`src/design/csi_pp_pkg.sv`:
```
// ============================================================================
// CSI parameter parser package
// Shared result word layout, scan phases and byte codes for the parser.
// ============================================================================
`default_nettype none

package csi_pp_pkg;

    // Scan phase of the parser
    typedef enum logic [2:0] {
        PH_START,
        PH_LEAD,
        PH_SIGN,
        PH_DIGIT,
        PH_COLON,
        PH_WAIT,
        PH_SKIP
    } phase_t;

    // Kinds of result word
    localparam logic [1:0] KIND_ARG     = 2'd0;
    localparam logic [1:0] KIND_SUB     = 2'd1;
    localparam logic [1:0] KIND_SUMMARY = 2'd2;

    // Byte codes
    localparam logic [7:0] CH_TAB   = 8'h09;
    localparam logic [7:0] CH_CR    = 8'h0D;
    localparam logic [7:0] CH_SPACE = 8'h20;
    localparam logic [7:0] CH_PLUS  = 8'h2B;
    localparam logic [7:0] CH_MINUS = 8'h2D;
    localparam logic [7:0] CH_ZERO  = 8'h30;
    localparam logic [7:0] CH_NINE  = 8'h39;
    localparam logic [7:0] CH_COLON = 8'h3A;
    localparam logic [7:0] CH_SEMI  = 8'h3B;
    localparam logic [7:0] CH_QMARK = 8'h3F;

    // One result word
    typedef struct packed {
        logic [1:0]  item_kind;
        logic [3:0]  arg_slot;
        logic [1:0]  sub_slot;
        logic [31:0] number_value;
        logic        private_mark;
        logic [7:0]  final_char;
        logic [7:0]  second_char;
        logic [4:0]  arg_total;
        logic        run_end;
    } result_t;

endpackage

`default_nettype wire

```
`src/design/csi_parameter_parser_unit.sv`:
```
// ============================================================================
// CSI parameter parser
// Parses the parameter bytes of a CSI escape body into argument values,
// colon sub-argument values and an end-of-scan summary word.
// ============================================================================
// Takes one body byte per cycle on the slave stream while the queue has room
// (tlast marks the body's final byte) and reports each value as soon as its
// field ends, followed by a summary word with the stopping byte, the byte
// after it and the argument count. A byte's result words enter a four-word
// result queue the cycle after the byte is taken and leave at one word per
// cycle while m_tready is high; a byte may cause two words, so a byte stream
// that keeps producing two words is held back by the output side. The slave
// side is ready while at least two queue entries are free.
`default_nettype none

module csi_parameter_parser_unit #(
    parameter int MAX_ARGS    = 16,
    parameter int MAX_SUBARGS = 4
) (
    input  wire logic        aclk,
    input  wire logic        aresetn,
    input  wire logic        s_tvalid,
    output logic             s_tready,
    input  wire logic [7:0]  s_tdata,   // data_byte
    input  wire logic        s_tlast,   // end_of_body
    output logic             m_tvalid,
    input  wire logic        m_tready,
    // arg_slot, sub_slot, number_value, private_mark, final_char,
    // second_char, arg_total, zero fill
    output logic [63:0]      m_tdata,
    output logic [1:0]       m_tuser,   // item_kind
    output logic             m_tlast    // run_end
);
    import csi_pp_pkg::*;

    logic       take;
    logic [1:0] res_count;
    result_t    res_first;
    result_t    res_second;
    result_t    head;
    logic       room_two;

    assign take = s_tvalid && s_tready;

    csi_pp_core #(
        .MAX_ARGS    (MAX_ARGS),
        .MAX_SUBARGS (MAX_SUBARGS)
    ) u_core (
        .aclk        (aclk),
        .aresetn     (aresetn),
        .take        (take),
        .data_byte   (s_tdata),
        .end_of_body (s_tlast),
        .res_count   (res_count),
        .res_first   (res_first),
        .res_second  (res_second)
    );

    csi_pp_fifo u_fifo (
        .aclk        (aclk),
        .aresetn     (aresetn),
        .push_count  (res_count),
        .push_first  (res_first),
        .push_second (res_second),
        .pop         (m_tready),
        .head        (head),
        .not_empty   (m_tvalid),
        .room_two    (room_two)
    );

    assign s_tready = room_two;

    // Pack the head word onto the master stream
    assign m_tdata = {4'd0, head.arg_total, head.second_char, head.final_char,
                      head.private_mark, head.number_value, head.sub_slot,
                      head.arg_slot};
    assign m_tuser = head.item_kind;
    assign m_tlast = head.run_end;

endmodule

`default_nettype wire

```
`src/design/csi_pp_fifo.sv`:
```
// ============================================================================
// CSI parser result queue
// Four-word queue that takes up to two result words per cycle and hands out
// one per cycle while pop is high; it reports room whenever two more words fit.
// ============================================================================
`default_nettype none

module csi_pp_fifo (
    input  wire logic                aclk,
    input  wire logic                aresetn,
    input  wire logic [1:0]          push_count,
    input  wire csi_pp_pkg::result_t push_first,
    input  wire csi_pp_pkg::result_t push_second,
    input  wire logic                pop,
    output csi_pp_pkg::result_t      head,
    output logic                     not_empty,
    output logic                     room_two
);
    import csi_pp_pkg::*;

    result_t    slot_reg [4];
    logic [1:0] wr_ptr_reg;
    logic [1:0] wr_ptr_next;
    logic [1:0] rd_ptr_reg;
    logic [1:0] rd_ptr_next;
    logic [2:0] count_reg;
    logic [2:0] count_next;
    logic       do_pop;

    assign do_pop    = pop && (count_reg != 3'd0);
    assign head      = slot_reg[rd_ptr_reg];
    assign not_empty = (count_reg != 3'd0);
    assign room_two  = (count_reg <= 3'd2);

    // Advance pointers and occupancy
    always_comb begin
        wr_ptr_next = wr_ptr_reg + push_count;
        rd_ptr_next = rd_ptr_reg + {1'b0, do_pop};
        count_next  = count_reg + {1'b0, push_count} - {2'b00, do_pop};
    end

    always_ff @(posedge aclk) begin
        if (!aresetn) begin
            wr_ptr_reg <= 2'd0;
            rd_ptr_reg <= 2'd0;
            count_reg  <= 3'd0;
        end else begin
            wr_ptr_reg <= wr_ptr_next;
            rd_ptr_reg <= rd_ptr_next;
            count_reg  <= count_next;
        end
    end

    // Store incoming words
    always_ff @(posedge aclk) begin
        if (push_count != 2'd0) begin
            slot_reg[wr_ptr_reg] <= push_first;
        end
        if (push_count == 2'd2) begin
            slot_reg[wr_ptr_reg + 2'd1] <= push_second;
        end
    end

endmodule

`default_nettype wire

```
`src/design/csi_pp_core.sv`:
```
// ============================================================================
// CSI parser scan core
// Holds the scan state and combinationally turns one body byte into up to
// two result words.
// ============================================================================
`default_nettype none

module csi_pp_core #(
    parameter int MAX_ARGS    = 16,
    parameter int MAX_SUBARGS = 4
) (
    input  wire logic                aclk,
    input  wire logic                aresetn,
    input  wire logic                take,
    input  wire logic [7:0]          data_byte,
    input  wire logic                end_of_body,
    output logic [1:0]               res_count,
    output csi_pp_pkg::result_t      res_first,
    output csi_pp_pkg::result_t      res_second
);
    import csi_pp_pkg::*;

    localparam int AW = $clog2(MAX_ARGS + 1);
    localparam int SW = $clog2(MAX_SUBARGS + 1);

    typedef struct packed {
        phase_t          phase;
        logic            priv;
        logic [30:0]     acc;
        logic            neg;
        logic            ovf;
        logic [AW-1:0]   argc;
        logic [SW-1:0]   subc;
        logic [7:0]      pend0;
        logic [7:0]      pend1;
        logic [7:0]      capt;
        logic            is_sub;
        logic [1:0]      nchars;
    } pstate_t;

    typedef struct packed {
        pstate_t    ps;
        logic [1:0] n;
        result_t    r0;
        result_t    r1;
    } work_t;

    pstate_t ps_reg;
    pstate_t ps_next;
    work_t   step;

    function automatic logic [3:0] slot4(logic [AW-1:0] c);
        logic [31:0] t;
        t = 32'(c);
        return t[3:0];
    endfunction

    function automatic logic [4:0] tot5(logic [AW-1:0] c);
        logic [31:0] t;
        t = 32'(c);
        return t[4:0];
    endfunction

    function automatic logic [1:0] sub2(logic [SW-1:0] c);
        logic [31:0] t;
        t = 32'(c);
        return t[1:0];
    endfunction

    // Append one result word, dropping any beyond two
    function automatic work_t put(work_t w, logic [1:0] kind, logic [3:0] aslot,
                                  logic [1:0] sslot, logic [31:0] val,
                                  logic [7:0] fin, logic [7:0] sec, logic [4:0] tot);
        result_t r;
        r.item_kind    = kind;
        r.arg_slot     = aslot;
        r.sub_slot     = sslot;
        r.number_value = val;
        r.private_mark = w.ps.priv;
        r.final_char   = fin;
        r.second_char  = sec;
        r.arg_total    = tot;
        r.run_end      = 1'b0;
        if (w.n == 2'd0) begin
            w.r0 = r;
            w.n  = 2'd1;
        end else if (w.n == 2'd1) begin
            w.r1 = r;
            w.n  = 2'd2;
        end
        return w;
    endfunction

    function automatic work_t summary(work_t w, logic [7:0] fin, logic [7:0] sec);
        w = put(w, KIND_SUMMARY, 4'd0, 2'd0, 32'd0, fin, sec, tot5(w.ps.argc));
        w.ps.phase = PH_SKIP;
        return w;
    endfunction

    function automatic work_t begin_field(work_t w, logic sub);
        w.ps.is_sub = sub;
        w.ps.phase  = PH_LEAD;
        w.ps.nchars = 2'd0;
        w.ps.acc    = '0;
        w.ps.neg    = 1'b0;
        w.ps.ovf    = 1'b0;
        w.ps.pend0  = 8'd0;
        w.ps.pend1  = 8'd0;
        return w;
    endfunction

    function automatic work_t emit_value(work_t w);
        logic [31:0] v;
        if (w.ps.ovf) begin
            v = '1;
        end else if (w.ps.neg) begin
            v = 32'd0 - {1'b0, w.ps.acc};
        end else begin
            v = {1'b0, w.ps.acc};
        end
        if (w.ps.is_sub) begin
            w = put(w, KIND_SUB, slot4(w.ps.argc - AW'(1)), sub2(w.ps.subc), v,
                    8'd0, 8'd0, 5'd0);
            w.ps.subc = w.ps.subc + SW'(1);
        end else begin
            w = put(w, KIND_ARG, slot4(w.ps.argc), 2'd0, v, 8'd0, 8'd0, 5'd0);
            w.ps.argc = w.ps.argc + AW'(1);
            w.ps.subc = '0;
        end
        return w;
    endfunction

    // Decide what follows the byte that ended a field
    function automatic work_t terminate(work_t w, logic [7:0] t);
        if (t == CH_COLON && int'(w.ps.subc) < MAX_SUBARGS) begin
            w.ps.phase = PH_COLON;
        end else if (t == CH_SEMI && int'(w.ps.argc) < MAX_ARGS) begin
            w = begin_field(w, 1'b0);
        end else begin
            w.ps.capt  = t;
            w.ps.phase = PH_WAIT;
        end
        return w;
    endfunction

    // No digits: report zero, then end at b or stop at its first byte
    function automatic work_t fail(work_t w, logic [7:0] b);
        w = emit_value(w);
        if (w.ps.nchars == 2'd0) begin
            w = terminate(w, b);
        end else begin
            w = summary(w, w.ps.pend0, (w.ps.nchars == 2'd2) ? w.ps.pend1 : b);
        end
        return w;
    endfunction

    function automatic work_t note(work_t w, logic [7:0] b);
        if (w.ps.nchars == 2'd0) begin
            w.ps.pend0  = b;
            w.ps.nchars = 2'd1;
        end else if (w.ps.nchars == 2'd1) begin
            w.ps.pend1  = b;
            w.ps.nchars = 2'd2;
        end
        return w;
    endfunction

    function automatic work_t field_byte(work_t w, logic [7:0] b);
        logic        digit;
        logic        space;
        logic [7:0]  diff;
        logic [3:0]  d;
        logic [34:0] nx;
        digit = (b >= CH_ZERO) && (b <= CH_NINE);
        space = (b == CH_SPACE) || ((b >= CH_TAB) && (b <= CH_CR));
        diff  = b - CH_ZERO;
        d     = diff[3:0];
        nx    = 35'({w.ps.acc, 3'b000}) + 35'({w.ps.acc, 1'b0}) + 35'(d);
        if (w.ps.phase == PH_LEAD && space) begin
            w = note(w, b);
        end else if (w.ps.phase == PH_LEAD && (b == CH_PLUS || b == CH_MINUS)) begin
            w.ps.neg   = (b == CH_MINUS);
            w          = note(w, b);
            w.ps.phase = PH_SIGN;
        end else if (w.ps.phase == PH_LEAD || w.ps.phase == PH_SIGN) begin
            if (digit) begin
                w.ps.acc   = 31'(d);
                w.ps.phase = PH_DIGIT;
            end else begin
                w = fail(w, b);
            end
        end else if (digit) begin
            if (!w.ps.ovf) begin
                if (nx > 35'h0_7FFF_FFFF) begin
                    w.ps.ovf = 1'b1;
                end else begin
                    w.ps.acc = nx[30:0];
                end
            end
        end else begin
            w = emit_value(w);
            w = terminate(w, b);
        end
        return w;
    endfunction

    // Evaluate one byte against the current scan state
    always_comb begin
        step    = '0;
        step.ps = ps_reg;
        unique case (ps_reg.phase)
            PH_START: begin
                step.ps.priv = 1'b0;
                step.ps.argc = '0;
                step.ps.subc = '0;
                step         = begin_field(step, 1'b0);
                if (data_byte == CH_QMARK) begin
                    step.ps.priv = 1'b1;
                end else begin
                    step = field_byte(step, data_byte);
                end
            end
            PH_LEAD, PH_SIGN, PH_DIGIT: begin
                step = field_byte(step, data_byte);
            end
            PH_COLON: begin
                if (data_byte != CH_COLON) begin
                    step = begin_field(step, 1'b1);
                    step = field_byte(step, data_byte);
                end
            end
            PH_WAIT: begin
                step = summary(step, step.ps.capt, data_byte);
            end
            default: begin
            end
        endcase

        // Close out the scan at the end of the body
        if (end_of_body) begin
            unique case (step.ps.phase)
                PH_LEAD: begin
                    if (step.ps.nchars == 2'd0) begin
                        step = summary(step, 8'd0, 8'd0);
                    end else begin
                        step = fail(step, 8'd0);
                    end
                end
                PH_SIGN: begin
                    step = fail(step, 8'd0);
                end
                PH_DIGIT: begin
                    step = emit_value(step);
                    step = summary(step, 8'd0, 8'd0);
                end
                PH_COLON: begin
                    step = summary(step, 8'd0, 8'd0);
                end
                PH_WAIT: begin
                    step = summary(step, step.ps.capt, 8'd0);
                end
                default: begin
                end
            endcase
            step.ps.phase = PH_START;
        end
    end

    // Next state: advance only on an accepted byte
    always_comb begin
        ps_next = take ? step.ps : ps_reg;
    end

    // Outputs: mark the last word of this byte
    always_comb begin
        res_count  = take ? step.n : 2'd0;
        res_first  = step.r0;
        res_second = step.r1;
        res_first.run_end  = (step.n == 2'd1);
        res_second.run_end = (step.n == 2'd2);
    end

    always_ff @(posedge aclk) begin
        if (!aresetn) begin
            ps_reg <= '{phase: PH_START, default: '0};
        end else begin
            ps_reg <= ps_next;
        end
    end

endmodule

`default_nettype wire
```
`config.mk`:
```
export PLATFORM = sky130hd
export DESIGN_NAME = csi_parameter_parser_unit
export DESIGN_NICKNAME = d
export VERILOG_FILES = /design/src/design/csi_pp_pkg.sv /design/src/design/csi_parameter_parser_unit.sv /design/src/design/csi_pp_fifo.sv /design/src/design/csi_pp_core.sv
export SDC_FILE = /design/constraint.sdc
export NUM_CORES = 1
export LEC_CHECK = 0
export ABC_AREA = 0
export BUFFER_PORTS_ARGS = -buffer_cell sky130_fd_sc_hd__buf_2
export CAP_MARGIN = 25
export CELL_PAD_IN_SITES_DETAIL_PLACEMENT = 1
export CELL_PAD_IN_SITES_GLOBAL_PLACEMENT = 2
export CORE_MARGIN = 2
export CORE_UTILIZATION = 41
export DETAILED_ROUTE_END_ITERATION = 16
export PLACE_DENSITY_LB_ADDON = 0.05
export REMOVE_ABC_BUFFERS = 1
export SLEW_MARGIN = 20
export SYNTH_ARGS = -nofsm -noshare
export SYNTH_HDL_FRONTEND = slang
export SYNTH_SLANG_ARGS = --single-unit
export TNS_END_PERCENT = 100
```
`constraint.sdc`:
```
create_clock -name aclk -period 11 [get_ports aclk]
set_clock_uncertainty 0.05 [all_clocks]
set_input_delay 2.75 -clock aclk [delete_from_list [all_inputs] [get_ports aclk]]
set_output_delay 2.75 -clock aclk [all_outputs]
set_load 0.1 [all_outputs]
```
-- Word-level counts from Yosys, hierarchy flattened
Memories as Yosys holds them, arrays and structs flattened. A register that Yosys moved wholly into a read port is not among the register bits.
Cells that the tools add are included.
- add/sub/neg operators: 16
- multiply operators: 0
- div/mod/pow operators: 0
- $lt $le $gt $ge: 14
- eq/ne operators: 33
- shifts and indexed selects: 0
- mux-type cells: 157
- bitwise logic cells: 0
- reductions and logical operators: 35
- operators with widths (kind ; count):
    $mux W197 ; 27
    $mux W200 ; 12
    $mux W63 ; 30
    $pmux W197 S5 ; 1
    $mux W196 ; 5
    $pmux W200 S4 ; 1
    $mux W131 ; 4
    $mux W165 ; 3
    $mux W163 ; 3
    $mux W139 ; 2
    $mux W57 ; 4
    $mux W31 ; 6
    $mux W32 ; 4
    $mux W8 ; 12
    $sub A1 B31 Y32 const A ; 2
    $eq A8 B6 Y1 const B ; 6
    $mux W2 ; 18
    $mux W3 ; 12
    $add A34 B32 Y35 ; 1
    $add A35 B4 Y35 ; 1
    $gt A35 B31 Y1 const B ; 1
    $logic_not A2 Y1 ; 14
    $lt A5 B5 Y1 const B ; 4
    $eq A2 B1 Y1 const B ; 9
    other kinds (27) ; 73
- flip-flop bits (word level): 79
- latch bits: 0
- memory bits (writable): 252
- bits in read-only memories: 0
- bits of input ports: 13
- output and inout port bits: 69
- logic and storage cells: 271
- memories: 1
- memories (name ; depth ; bits a word ; read ports ; clocked after Yosys merged registers in ; wr ports ; line ; source):
    u_fifo.slot_reg ; 4 ; 63 ; 1 ; 1 ; 2 ; csi_pp_fifo.sv:21 ; result_t slot_reg [4];

-- Logic depth before layout (Yosys ltp)
Gate-level depths: netlist of run 1.
- word-level depth: 40
- depth in mapped cells: 23
- gate-level depth less buffers: 20

-- Modules after synthesis
A second synthesis of run 1 with hierarchy kept.
- cells, all modules: 2504
- area, all modules: 24948.9 um^2
- modules (own cells, without submodules) (module ; instances ; cells an instance ; area each (um^2) ; seq. area each (um^2)):
    csi_pp_fifo ; 1 ; 654 ; 12594.6 ; 7707.4
    csi_pp_core ; 1 ; 1844 ; 12314.3 ; 1441.4
    csi_parameter_parser_unit ; 1 ; 6 ; 40.0 ; 0.0

-- Worst setup path after synthesis of run 1
Ideal clock, no wire load.
- path type: input -> register
- from: input s_tdata[1]
- to: memory u_fifo.slot_reg[0][0] (netlist bit) (enable)
- library setup time: 0.505 ns
- arrival: 9.033 ns
- required time: 10.445 ns
- setup slack: 1.412 ns
- stages: 18
- path buffers: 5
- path through: buf_2 -> or4b_4 -> a2bb2oi_2 -> a21o_1 -> buf_2 -> nand2_1 -> nor2_1 -> clkbuf_1 -> a211oi_1 -> ha_1 -> clkbuf_1 -> nor2_1 -> a21oi_1 -> nor2b_1 -> o31ai_4 -> buf_2 -> nand4_1 -> a21oi_1
- RTL lines (element ; line ; source):
    start: declaration ; csi_parameter_parser_unit.sv:24 ; input wire logic [7:0] s_tdata,
    end: declaration ; csi_pp_fifo.sv:21 ;

==> metrics, run 1 <==
status completed; clock-pin slew of the registers on the worst-case setup and hold paths 0.06 ns; yosys warns 0; PortBufs 77; initial DRC count 1651; n_diodes 0; Clk network pwr share 24.7%; first-pass GRT wire length 133100 µm; count leader, synth nor2_1; final wirelength 87600 µm; Total GRT Usage 29.27%; postcts setup bufs 0; Mapped Area 23380 µm²; fin cells 3289; setup_tns 0 ns; prevailing post-synth register cell edfxtp_1; initial antenna violation count 3; sw frac 46.31%; VDD IR max 0.2791 mV; max_cap viols 0; Comb pwr share 44.1%; CTS tree done; vias in the first global route 21100; Skew-Pair Late Insertion Delay 0.57 ns; Flop pwr share 31.2%; IO Pins 82; Period minus WS final 8.960 ns; post-synth top area share 32.37%; main combinational cell family by area after synthesis compound AO/OA/AOI/OAI gates; total power 0.005356 W; TritonCTS Buffers 41; H-Tree Depth 2; Synth Area in Compound Gates 22.47%; Initial Util 41.46%; Die X 242.8 µm; ys async rst share 0%; final global-route overflow total 0; CP Class in2reg; Synth Register Bits 331; Power Density 208.4 nW/µm²; Seq/Total Area, Yosys 39.14%; Leak Pwr 9.472 nW; vias per inst 6.347; CP arrival 9.18 ns; hpwl dp 60990 µm; max reg flops 252; Req. time, crit path 11.22 ns; Mapped Cells 2521; period utilization 81.45%; Finished Cell Area 25700 µm²; post-synth top area cell edfxtp_1; Slew @ Worst Pin 1.042 ns; startpoint type of the worst setup path input pin; Post-layout nets 2599; CP delay by family, top simple AND/OR/NAND/NOR gates; die area 58940 µm²; Reg2Reg Setup Slack 3.98 ns; most common library cells after synthesis 281 x nor2_1, 259 x o21ai_0, 254 x nand2_1; worst-path maximum fanout 22; clk buf depth 3; cts repair resizes 0; crit-path cells buf_2 -> ha_1 -> ha_1 -> fa_1 -> a21oi_1 -> nor2_1 -> o21ai_0 -> nand4_1 -> and4_1 -> nor3_4 -> nand3_1 -> o311ai_2 -> nand4_4 -> nor4_4 -> a41oi_1 -> xor2_1 -> nor2_1 -> o21ai_0; Placement Cell Area 24350 µm²; Routed Antenna Nets 0; Worst setup EP type flip-flop; P&R area growth vs syn 9.923%; switching power 0.002480 W; Worst path max stage delay 0.89 ns; count of cell types in the netlist 111; min-delay worst type reg2reg; post-placement cell count 3211; RSZ-0062 raised after global routing no; final setup vio count 0; Core Footprint 56390 µm²; Site Rows 87; CTS root buf clkbuf_16; largest net degree at the start of global routing 69; XOR/XNOR Fraction of Synth Area 3.586%; Mapped Avg Cell Area 9.273 µm²; Post-synth EDFFs 252; Die Ht 242.8 µm; post-synthesis mux area share 9.313%; slowest stage cell, crit path nor4_4; routed length per instance 26.63 µm; critical path buffer and inverter count 1; Max Fclk 111.6 MHz; drt pass-1 iters 8; simple-gate share of the synthesized area 16.66%; final hold viol count 0; gp weighted congestion 0.9425; CTS Sinks 331; Cell Int Power 0.002876 W; Fin Hold WS 0.4075 ns; share of layout cells above drive strength 1 13.46%; slew margin rel. 30.53%; largest cells by area after synthesis edfxtp_1 32%, dfxtp_1 6.8%, mux4_2 6.1%; Post-Synth Adder-Cell Area 4.646%; DR vias 20870; DRC Markers 0; Max Slew Vio Count 0; Post-CTS Hold Buffers 0
through the flow:
stage / setup slack [ns] / utilization, %
2_1_floorplan: 1.512 / -
3_3_place_gp: 1.895 / 43.17
3_5_place_dp: 1.602 / 43.19
4_1_cts: 2.175 / 45.48
5_1_grt: 1.607 / 45.57
6_report: 2.040 / 45.57
tightest hold or removal path, delay by kind of cell, from the launching register on:
| family | cells | cell delay, ns |
|---|---|---|
| DFF | 1 | 0.32 |
| and+or+nand+nor | 1 | 0.04 |
| buffers and inverters | 1 | 0.05 |
power groups by stage:
| stage | clock network, W | logic [W] | registers (W) |
|---|---|---|---|
| after global placement | 0 | 0.00233 | 0.00168 |
| after floorplan | 0 | 0.00176 | 0.00171 |
| after global routing | 0.00139 | 0.00249 | 0.00169 |
| after detailed placement | 0 | 0.00235 | 0.00170 |
| final | 0.00132 | 0.00236 | 0.00167 |
| after CTS | 0.00134 | 0.00236 | 0.00167 |
worst paths after layout:
check                     from                     end  cells after the start
max                 s_tdata[2]  u_fifo.slot_reg[2][51]                     18
max reg2reg  u_core.ps_reg[51]  u_fifo.slot_reg[2][51]                     16
min reg2reg  u_core.ps_reg[26]       u_core.ps_reg[26]                      2
min          u_core.ps_reg[26]       u_core.ps_reg[26]                      2
layout make-up:
| type | count | area [µm²] |
|---|---|---|
| fill | 6421 | 30690 |
| multi-input combinational | 1962 | 13350 |
| sequential | 331 | 9154 |
| clock buffer | 60 | 1169 |
| tap | 756 | 945.9 |
| timing repair buffer | 126 | 815.8 |
| inverter | 39 | 146.4 |
| clock inverter | 15 | 121.4 |
cells in the final DEF (no fill, tap or decap), types with 17 or more instances in the layout:
cell type,Yosys,final
nand4_1,29,29
xor2_1,25,25
buf_2,38,80
o21bai_1,19,19
nor3_1,50,50
a211oi_1,34,34
nand2_1,254,253
nor2_1,281,277
a21oi_1,197,196
mux2i_1,71,71
mux4_2,63,63
xnor2_1,67,67
a31oi_1,25,25
clkbuf_16,0,42
a22oi_1,36,36
inv_1,38,38
nand3_1,52,50
o21ai_0,259,259
and2_1,26,25
edfxtp_1,252,252
ha_1,82,82
o31ai_1,31,29
o211ai_1,17,17
o22ai_1,23,23
dfxtp_1,79,77
buf_4,12,41
metal layers:
layer | vias up | wire (µm) | part of all wire, % | track usage [%]
li1 | 9481 | - | - | -
met1 | 10650 | 41830 | 48 | 43.34
met2 | 654 | 38470 | 44 | 45.24
met3 | 92 | 5936 | 6.8 | 4.511
met4 | 0 | 1364 | 1.6 | 5.918
met5 | - | 0 | 0 | 0
cell families after synthesis:
family	count (synthesis)
AOI/OAI and AO/OA	824
and+or+nand+nor	817
DFF	331
buffers and inverters	231
muxes	138
xor gates and xnor gates	94
adders and majority gates	85
other	1
Note: power is estimated with default switching activity, not from simulation.
==> run 2, diff against run 1 <==
--- a/config.mk
+++ b/config.mk
@@ -5,13 +5,13 @@
 export SDC_FILE = /design/constraint.sdc
 export NUM_CORES = 1
 export LEC_CHECK = 0
-export ABC_AREA = 0
+export ABC_AREA = 1
 export BUFFER_PORTS_ARGS = -buffer_cell sky130_fd_sc_hd__buf_2
 export CAP_MARGIN = 25
 export CELL_PAD_IN_SITES_DETAIL_PLACEMENT = 1
 export CELL_PAD_IN_SITES_GLOBAL_PLACEMENT = 2
 export CORE_MARGIN = 2
-export CORE_UTILIZATION = 41
+export CORE_UTILIZATION = 37
 export DETAILED_ROUTE_END_ITERATION = 16
 export PLACE_DENSITY_LB_ADDON = 0.05
 export REMOVE_ABC_BUFFERS = 1
==> constraint.sdc (replaced) <==
create_clock -name aclk -period 8.9 [get_ports aclk]
set_clock_uncertainty 0.05 [all_clocks]
set_input_delay 2.225 -clock aclk [delete_from_list [all_inputs] [get_ports aclk]]
set_output_delay 2.225 -clock aclk [all_outputs]
set_load 0.1 [all_outputs]
==> run 2 against run 1 <==
- hold slack improved by 0.0094 ns
- area after synthesis rose by 11%
- critical path depth up 16
- global-route usage up 0.31 points
- clock power up 26%
- combinational power up 90%
- non-clock buffer count increased by 14
- first-iteration DRC count grew 31%
- synthesized cell count up 50%
- count of clock-buffer cells in the layout unchanged
==> metrics, run 2 <==
Seq/Total Area, Yosys 35.11% (-4.0 points); Post-layout nets 3852 (+48%); CP Class in2reg; postcts setup bufs 0 (unchanged); routed length per instance 23.24 µm (-13%); clk buf depth 3 (unchanged); max_cap viols 0 (unchanged); final setup vio count 0 (unchanged); initial antenna violation count 0 (-3); P&R area growth vs syn 9.277%; first-pass GRT wire length 169400 µm (+27%); final hold viol count 0 (unchanged); Skew-Pair Late Insertion Delay 0.59 ns (+0.02 ns); Slew @ Worst Pin 1.031 ns (-0.01141 ns); clock-pin slew of the registers on the worst-case setup and hold paths 0.05 ns (about the same); vias in the first global route 27750 (+32%); startpoint type of the worst setup path input pin; PortBufs 77 (unchanged); Die Ht 269.4 µm (+11%); Worst path max stage delay 0.47 ns (-0.42 ns); Post-synth EDFFs 252 (unchanged); post-synth top area share 29.04% (-3.3 points); CP delay by family, top simple AND/OR/NAND/NOR gates; Max Fclk 134.5 MHz; post-layout util 40.73% (-4.8 points); DRC Markers 0 (unchanged); Mapped Avg Cell Area 6.884 µm² (-26%); TritonCTS Buffers 42 (+2.4%); cts repair resizes 0 (unchanged); Mapped Cells 3785 (+50%); Mapped Area 26060 µm² (+11%); Power Density 293.2 nW/µm² (+41%); Core Footprint 69910 µm² (+24%); largest net degree at the start of global routing 90 (+30%); most common library cells after synthesis 952 x nand2_1, 409 x o21ai_0, 356 x inv_1; RSZ-0062 raised after global routing no; dpl ws 0.8832 ns (-0.7189 ns); most common cell after layout, fill and taps aside nand2_1; drt pass-1 iters 5 (-3); prevailing post-synth register cell edfxtp_1; n_diodes 0 (unchanged); CP arrival 7.70 ns (-1.48 ns); Total GRT Usage 29.58% (+0.31 points); Max Slew Vio Count 0 (unchanged); Final WS setup 1.463 ns (-0.5775 ns); IO Pins 82 (unchanged); worst-path maximum fanout 20 (-9.1%); slew margin rel. 30.71% (+0.17 points); Routed Antenna Nets 0 (unchanged); Post-CTS Hold Buffers 0 (unchanged); met1 Track Usage GR 42.89% (-0.45 points); count of cell types in the netlist 73 (-34%); initial DRC count 2168 (+31%); Most Frequent Cell on Critical Path nand2_1; H-Tree Depth 2 (unchanged); max reg flops 252 (unchanged); Die X 269.4 µm (+11%); share of layout cells above drive strength 1 8.529% (-4.9 points); vias per inst 5.739 (-9.6%); hpwl dp 77940 µm (+28%); Synth Register Bits 331 (unchanged); CTS tree done; critical path buffer and inverter count 2 (+1); Period minus WS final 7.437 ns; final wirelength 109800 µm (+25%); largest cells by area after synthesis edfxtp_1 29%, nand2_1 14%, o21ai_0 7.9%; gp weighted congestion 0.9007 (-4.4%); die area 72570 µm² (+23%); slowest stage cell, crit path fa_1; Leak Pwr 12.55 nW (+33%); most frequent cells in the layout 949 x nand2_1, 408 x o21ai_0, 355 x inv_1; status completed; Worst setup EP type flip-flop; min-delay worst type reg2reg; GR Util met3 3.616% (-0.90 points); post-synth top area cell edfxtp_1; Initial Util 37.27% (-4.2 points); Req. time, crit path 9.16 ns (-2.06 ns); Top Usage Layer GRT met2; yosys warns 0 (unchanged); final global-route overflow total 0 (unchanged); Site Rows 97 (+11%); ys async rst share 0% (unchanged); period utilization 83.57%; count leader, synth nand2_1; VDD IR max 0.2127 mV (-24%); CTS root buf clkbuf_16; CTS Sinks 331 (unchanged); DR vias 27130 (+30%); total power 0.008348 W (+56%); M2 GR Usage 47.47% (+2.2 points)
==> run 2: cell count changes in the layout (fill, tap and decap cells not counted), moves of 24 or more <==
cell,change
and2_1,-24
inv_1,+317
inv_2,+38
mux2i_1,-70
mux4_2,-63
nand2_1,+696
nand3_1,+235
nor2_1,+72
o21ai_0,+149
o21ai_1,+50
o22ai_1,+46
xnor2_1,-54
==> run 2: cell type report <==
| type | count | area, µm² |
|---|---|---|
| clock buffer | 60 | 1200 |
| inverter | 403 | 1521 |
| tap | 940 | 1176 |
| sequential | 331 | 9154 |
| timing repair buffer | 140 | 883.3 |
| clock inverter | 17 | 110.1 |
| fill | 8942 | 41430 |
| multi-input combinational | 2836 | 14430 |
==> run 2: path summary, 6_finish.rpt <==
kind / from / to / slack [ns] / cells after the start
setup reg to reg: u_core.ps_reg[39] / u_fifo.slot_reg[0][45] / 2.68 / 32
setup / recovery: s_tdata[2] / u_fifo.slot_reg[0][45] / 1.46 / 34
hold reg to reg: u_core.ps_reg[5] / u_core.ps_reg[5] / 0.42 / 2
hold / removal: u_core.ps_reg[5] / u_core.ps_reg[5] / 0.42 / 2
==> run 2: per-stage QoR <==
| step | hold slack [ns] | cell area, µm² | TNS [ns] | instances |
|---|---|---|---|---|
| global placement | 0.4050 | 27160 | 0 | 4649 |
| global route | 0.4452 | 28470 | 0 | 4727 |
| floorplan | 0.3953 | 25040 | -715.89 | 3570 |
| detailed placement | 0.4092 | 27160 | 0 | 4649 |
| CTS | 0.4181 | 28470 | 0 | 4726 |
| finish | 0.4169 | 28470 | 0 | 4727 |
==> run 2: power by group <==
part	internal (W)	switching [W]	leakage [nW]
Clock	0.000940	0.000720	0.633
Combinational	0.000900	0.00359	8.92
Sequential	0.00199	0.000210	3.00
==> run 2: kinds of logic (layout without fill, tap and decap cells) <==
| family | after synthesis | in the layout | synth area share (%) |
|---|---|---|---|
| AND/OR/NAND/NOR | 1746 | 1746 | 28.50 |
| AO/OA/AOI/OAI | 957 | 957 | 20.93 |
| buffers and inverters | 621 | 620 | 9.795 |
| flip-flops | 331 | 331 | 35.11 |
| adder cells (fa/ha/maj) | 85 | 85 | 4.168 |
| XOR/XNOR | 43 | 43 | 1.445 |
| other | 1 | 4 | 0.01439 |
| multiplexers | 1 | 1 | 0.03842 |
==> run 2: layer usage <==
metal | up-vias | share of wire [%]
met5 | - | 0
met4 | 0 | 1.5
met3 | 112 | 5.5
met2 | 699 | 45
met1 | 13510 | 48
li1 | 12800 | -
==> run 2: worst reg2reg max path, delay by kind of cell (launching register included) <==
kind / cells / cell delay [ns]
AO/OA/AOI/OAI: 1 / 0.35
AND/OR/NAND/NOR: 27 / 3.39
flip-flops: 1 / 0.68
adder cells (fa/ha/maj): 3 / 1.25
buffers and inverters: 1 / 0.24
==> run 3, diff against run 2 <==
--- a/config.mk
+++ b/config.mk
@@ -11,7 +11,7 @@
 export CELL_PAD_IN_SITES_DETAIL_PLACEMENT = 1
 export CELL_PAD_IN_SITES_GLOBAL_PLACEMENT = 2
 export CORE_MARGIN = 2
-export CORE_UTILIZATION = 37
+export CORE_UTILIZATION = 33
 export DETAILED_ROUTE_END_ITERATION = 16
 export PLACE_DENSITY_LB_ADDON = 0.05
 export REMOVE_ABC_BUFFERS = 1
==> constraint.sdc (replaced) <==
create_clock -name aclk -period 6.4 [get_ports aclk]
set_clock_uncertainty 0.05 [all_clocks]
set_input_delay 1.6 -clock aclk [delete_from_list [all_inputs] [get_ports aclk]]
set_output_delay 1.6 -clock aclk [all_outputs]
set_load 0.1 [all_outputs]
==> run 3 against run 2 <==
- first-iteration DRC count decreased by 17%
- final cell count rose by 4.7%
- hold slack improved by 0.0031 ns
- power increased by 43%
- setup slack worse by 0.97 ns
- global-route usage fell by 1.7 points
- non-clock buffer count up 113
- register-to-register slack got worse by 1.8 ns
- core utilization shrank 2.8 points
- via count rose by 1.7%
- sequential power up 36%
- largest power group unchanged
==> metrics, run 3 (same netlist as run 2, synthesis figures left out) <==
Finished Cell Area 29790 µm² (+4.6%); first-pass GRT wire length 175400 µm (+3.5%); Most Frequent Cell on Critical Path nand2_1; TritonCTS Buffers 42 (unchanged); Flop pwr share 25.0% (-1.3 points); max reg flops 252 (unchanged); Worst path max stage delay 0.46 ns (about the same); initial DRC count 1799 (-17%); PortBufs 77 (unchanged); clock-pin slew of the registers on the worst-case setup and hold paths 0.06 ns (about the same); Skew-Pair Late Insertion Delay 0.59 ns (about the same); Total GRT Usage 27.89% (-1.7 points); Clk network pwr share 20.1% (+0.2 points); worst setup path start s_tdata[2]; H-Tree Depth 2 (unchanged); reg2reg path depth 29 (-9.4%); max_cap viols 0 (unchanged); vias per inst 5.574 (-2.9%); final setup vio count 0 (unchanged); postcts setup bufs 0 (unchanged); number of fill cells 9953 (+11%); dpl ws -0.1080 ns (-0.9912 ns); slew margin rel. 29.88% (-0.83 points); slowest stage cell, crit path fa_1; CTS root buf clkbuf_16; die area 81230 µm² (+12%); hold_sp u_core.ps_reg[6]; CTS tree done; final hold viol count 0 (unchanged); final global-route overflow total 0 (unchanged); status completed; Power Density 401.6 nW/µm² (+37%); DRC Markers 0 (unchanged); IO Pins 82 (unchanged); post-layout util 37.90% (-2.8 points); drt pass-1 iters 8 (+3); RR Startpoint u_core.ps_reg[52]; min-delay worst type reg2reg; most frequent cells in the layout 949 x nand2_1, 408 x o21ai_0, 355 x inv_1; Comb pwr share 54.9% (+1.1 points); worst-path maximum fanout 12 (-40%); routed length per instance 23.40 µm (+0.69%); gp weighted congestion 0.8778 (-2.5%); Post-CTS Hold Buffers 0 (unchanged); Worst setup endpoint u_fifo.slot_reg[2][45]; Leak Pwr 13.21 nW (+5.3%); DR vias 27580 (+1.7%); P&R area growth vs syn 14.33%; largest net degree at the start of global routing 128 (+42%); n_diodes 0 (unchanged); Cell Int Power 0.005579 W (+46%); Die Ht 285 µm (+5.8%); sw frac 53.37% (-0.80 points); CTS Sinks 331 (unchanged); Die X 285 µm (+5.8%); Max Fclk 169.3 MHz; Final WS setup 0.4934 ns (-0.9692 ns); period utilization 92.29%; Reg2Reg Setup Slack 0.88 ns (-1.80 ns); Core Footprint 78610 µm² (+12%); initial antenna violation count 1 (+1); vias in the first global route 27790 (+0.13%); Placement Cell Area 28460 µm² (+4.8%); Req. time, crit path 6.68 ns (-2.48 ns); total power 0.01196 W (+43%); Period minus WS final 5.907 ns; CP delay by family, top simple AND/OR/NAND/NOR gates; Slew @ Worst Pin 1.041 ns (+0.01027 ns); critical path buffer and inverter count 2 (unchanged); most common cell after layout, fill and taps aside nand2_1; Site Rows 103 (+6.2%); CP Class in2reg; Post-layout nets 3965 (+2.9%); cts repair resizes 0 (unchanged); share of layout cells above drive strength 1 11.16% (+2.6 points); CP arrival 6.19 ns (-1.51 ns); Max Slew Vio Count 0 (unchanged); Worst setup EP type flip-flop; WP depth 34 (unchanged); R2R Path End u_fifo.slot_reg[2][45]; hpwl dp 84170 µm (+8.0%); Initial Util 33.15% (-4.1 points); final wirelength 115800 µm (+5.4%); startpoint type of the worst setup path input pin; RSZ-0062 raised after global routing no; VDD IR max 0.3771 mV (+77%); switching power 0.006385 W (+41%); Routed Antenna Nets 0 (unchanged); clk buf depth 3 (unchanged)
==> run 3: cell types whose count changed in the layout (fill, tap and decap cells not counted), moves of 2 or more <==
cell       delta
buf_12       +24
buf_4        +90
bufinv_16     +4
clkbuf_1      -5
clkbuf_8      -5
clkinv_1      +4
clkinv_2      +2
clkinv_8      -2
==> run 3: power groups by stage <==
stage | clock, W | combinational [W] | sequential, W
after floorplan | 0 | 0.00446 | 0.00304
after CTS | 0.00244 | 0.00658 | 0.00299
after global routing | 0.00250 | 0.00704 | 0.00303
final | 0.00240 | 0.00657 | 0.00299
after detailed placement | 0 | 0.00656 | 0.00303
after global placement | 0 | 0.00645 | 0.00302
==> run 3: cell type report <==
cell class | count | area, µm² | share of cell area [%]
inverter | 403 | 1521 | 5.107
clock inverter | 25 | 224.0 | 0.7518
timing repair buffer | 253 | 2032 | 6.820
tap | 1050 | 1314 | 4.410
clock buffer | 50 | 1112 | 3.734
sequential | 331 | 9154 | 30.73
multi-input combinational | 2836 | 14440 | 48.45
==> run 3: worst min path at each step <==
stage	end	slack, ns	cells after the start
after global routing	u_core.ps_reg[6]	0.43	2
after detailed placement	u_core.ps_reg[6]	0.41	2
after CTS	u_core.ps_reg[6]	0.42	2
after global placement	u_core.ps_reg[3]	0.40	2
final	u_core.ps_reg[6]	0.42	2
after floorplan	u_core.ps_reg[3]	0.40	2
==> run 3: worst min-delay path: stages (launching register included) <==
cell and delay, ns:
dfxtp_1 0.31, nand2_1 0.06, a21oi_1 0.06
==> run 3: metal layers <==
| metal | share of wire (%) | wire (µm) | up-vias | track usage, % |
|---|---|---|---|---|
| li1 | - | - | 13030 | - |
| met1 | 49 | 57070 | 13820 | 40.72 |
| met2 | 45 | 51840 | 616 | 44.77 |
| met3 | 4.2 | 4875 | 121 | 2.648 |
| met4 | 1.7 | 1981 | 0 | 5.589 |
| met5 | 0 | 0 | - | 0 |
==> run 3: stage by stage <==
| step | TNS [ns] | hold WS, ns | instances |
|---|---|---|---|
| 2_1_floorplan | -1711.91 | 0.3953 | 3570 |
| 3_3_place_gp | -0.04136 | 0.4028 | 4873 |
| 3_5_place_dp | -1.542 | 0.4115 | 4873 |
| 4_1_cts | 0 | 0.4205 | 4948 |
| 5_1_grt | 0 | 0.4278 | 4948 |
| 6_report | 0 | 0.4201 | 4948 |
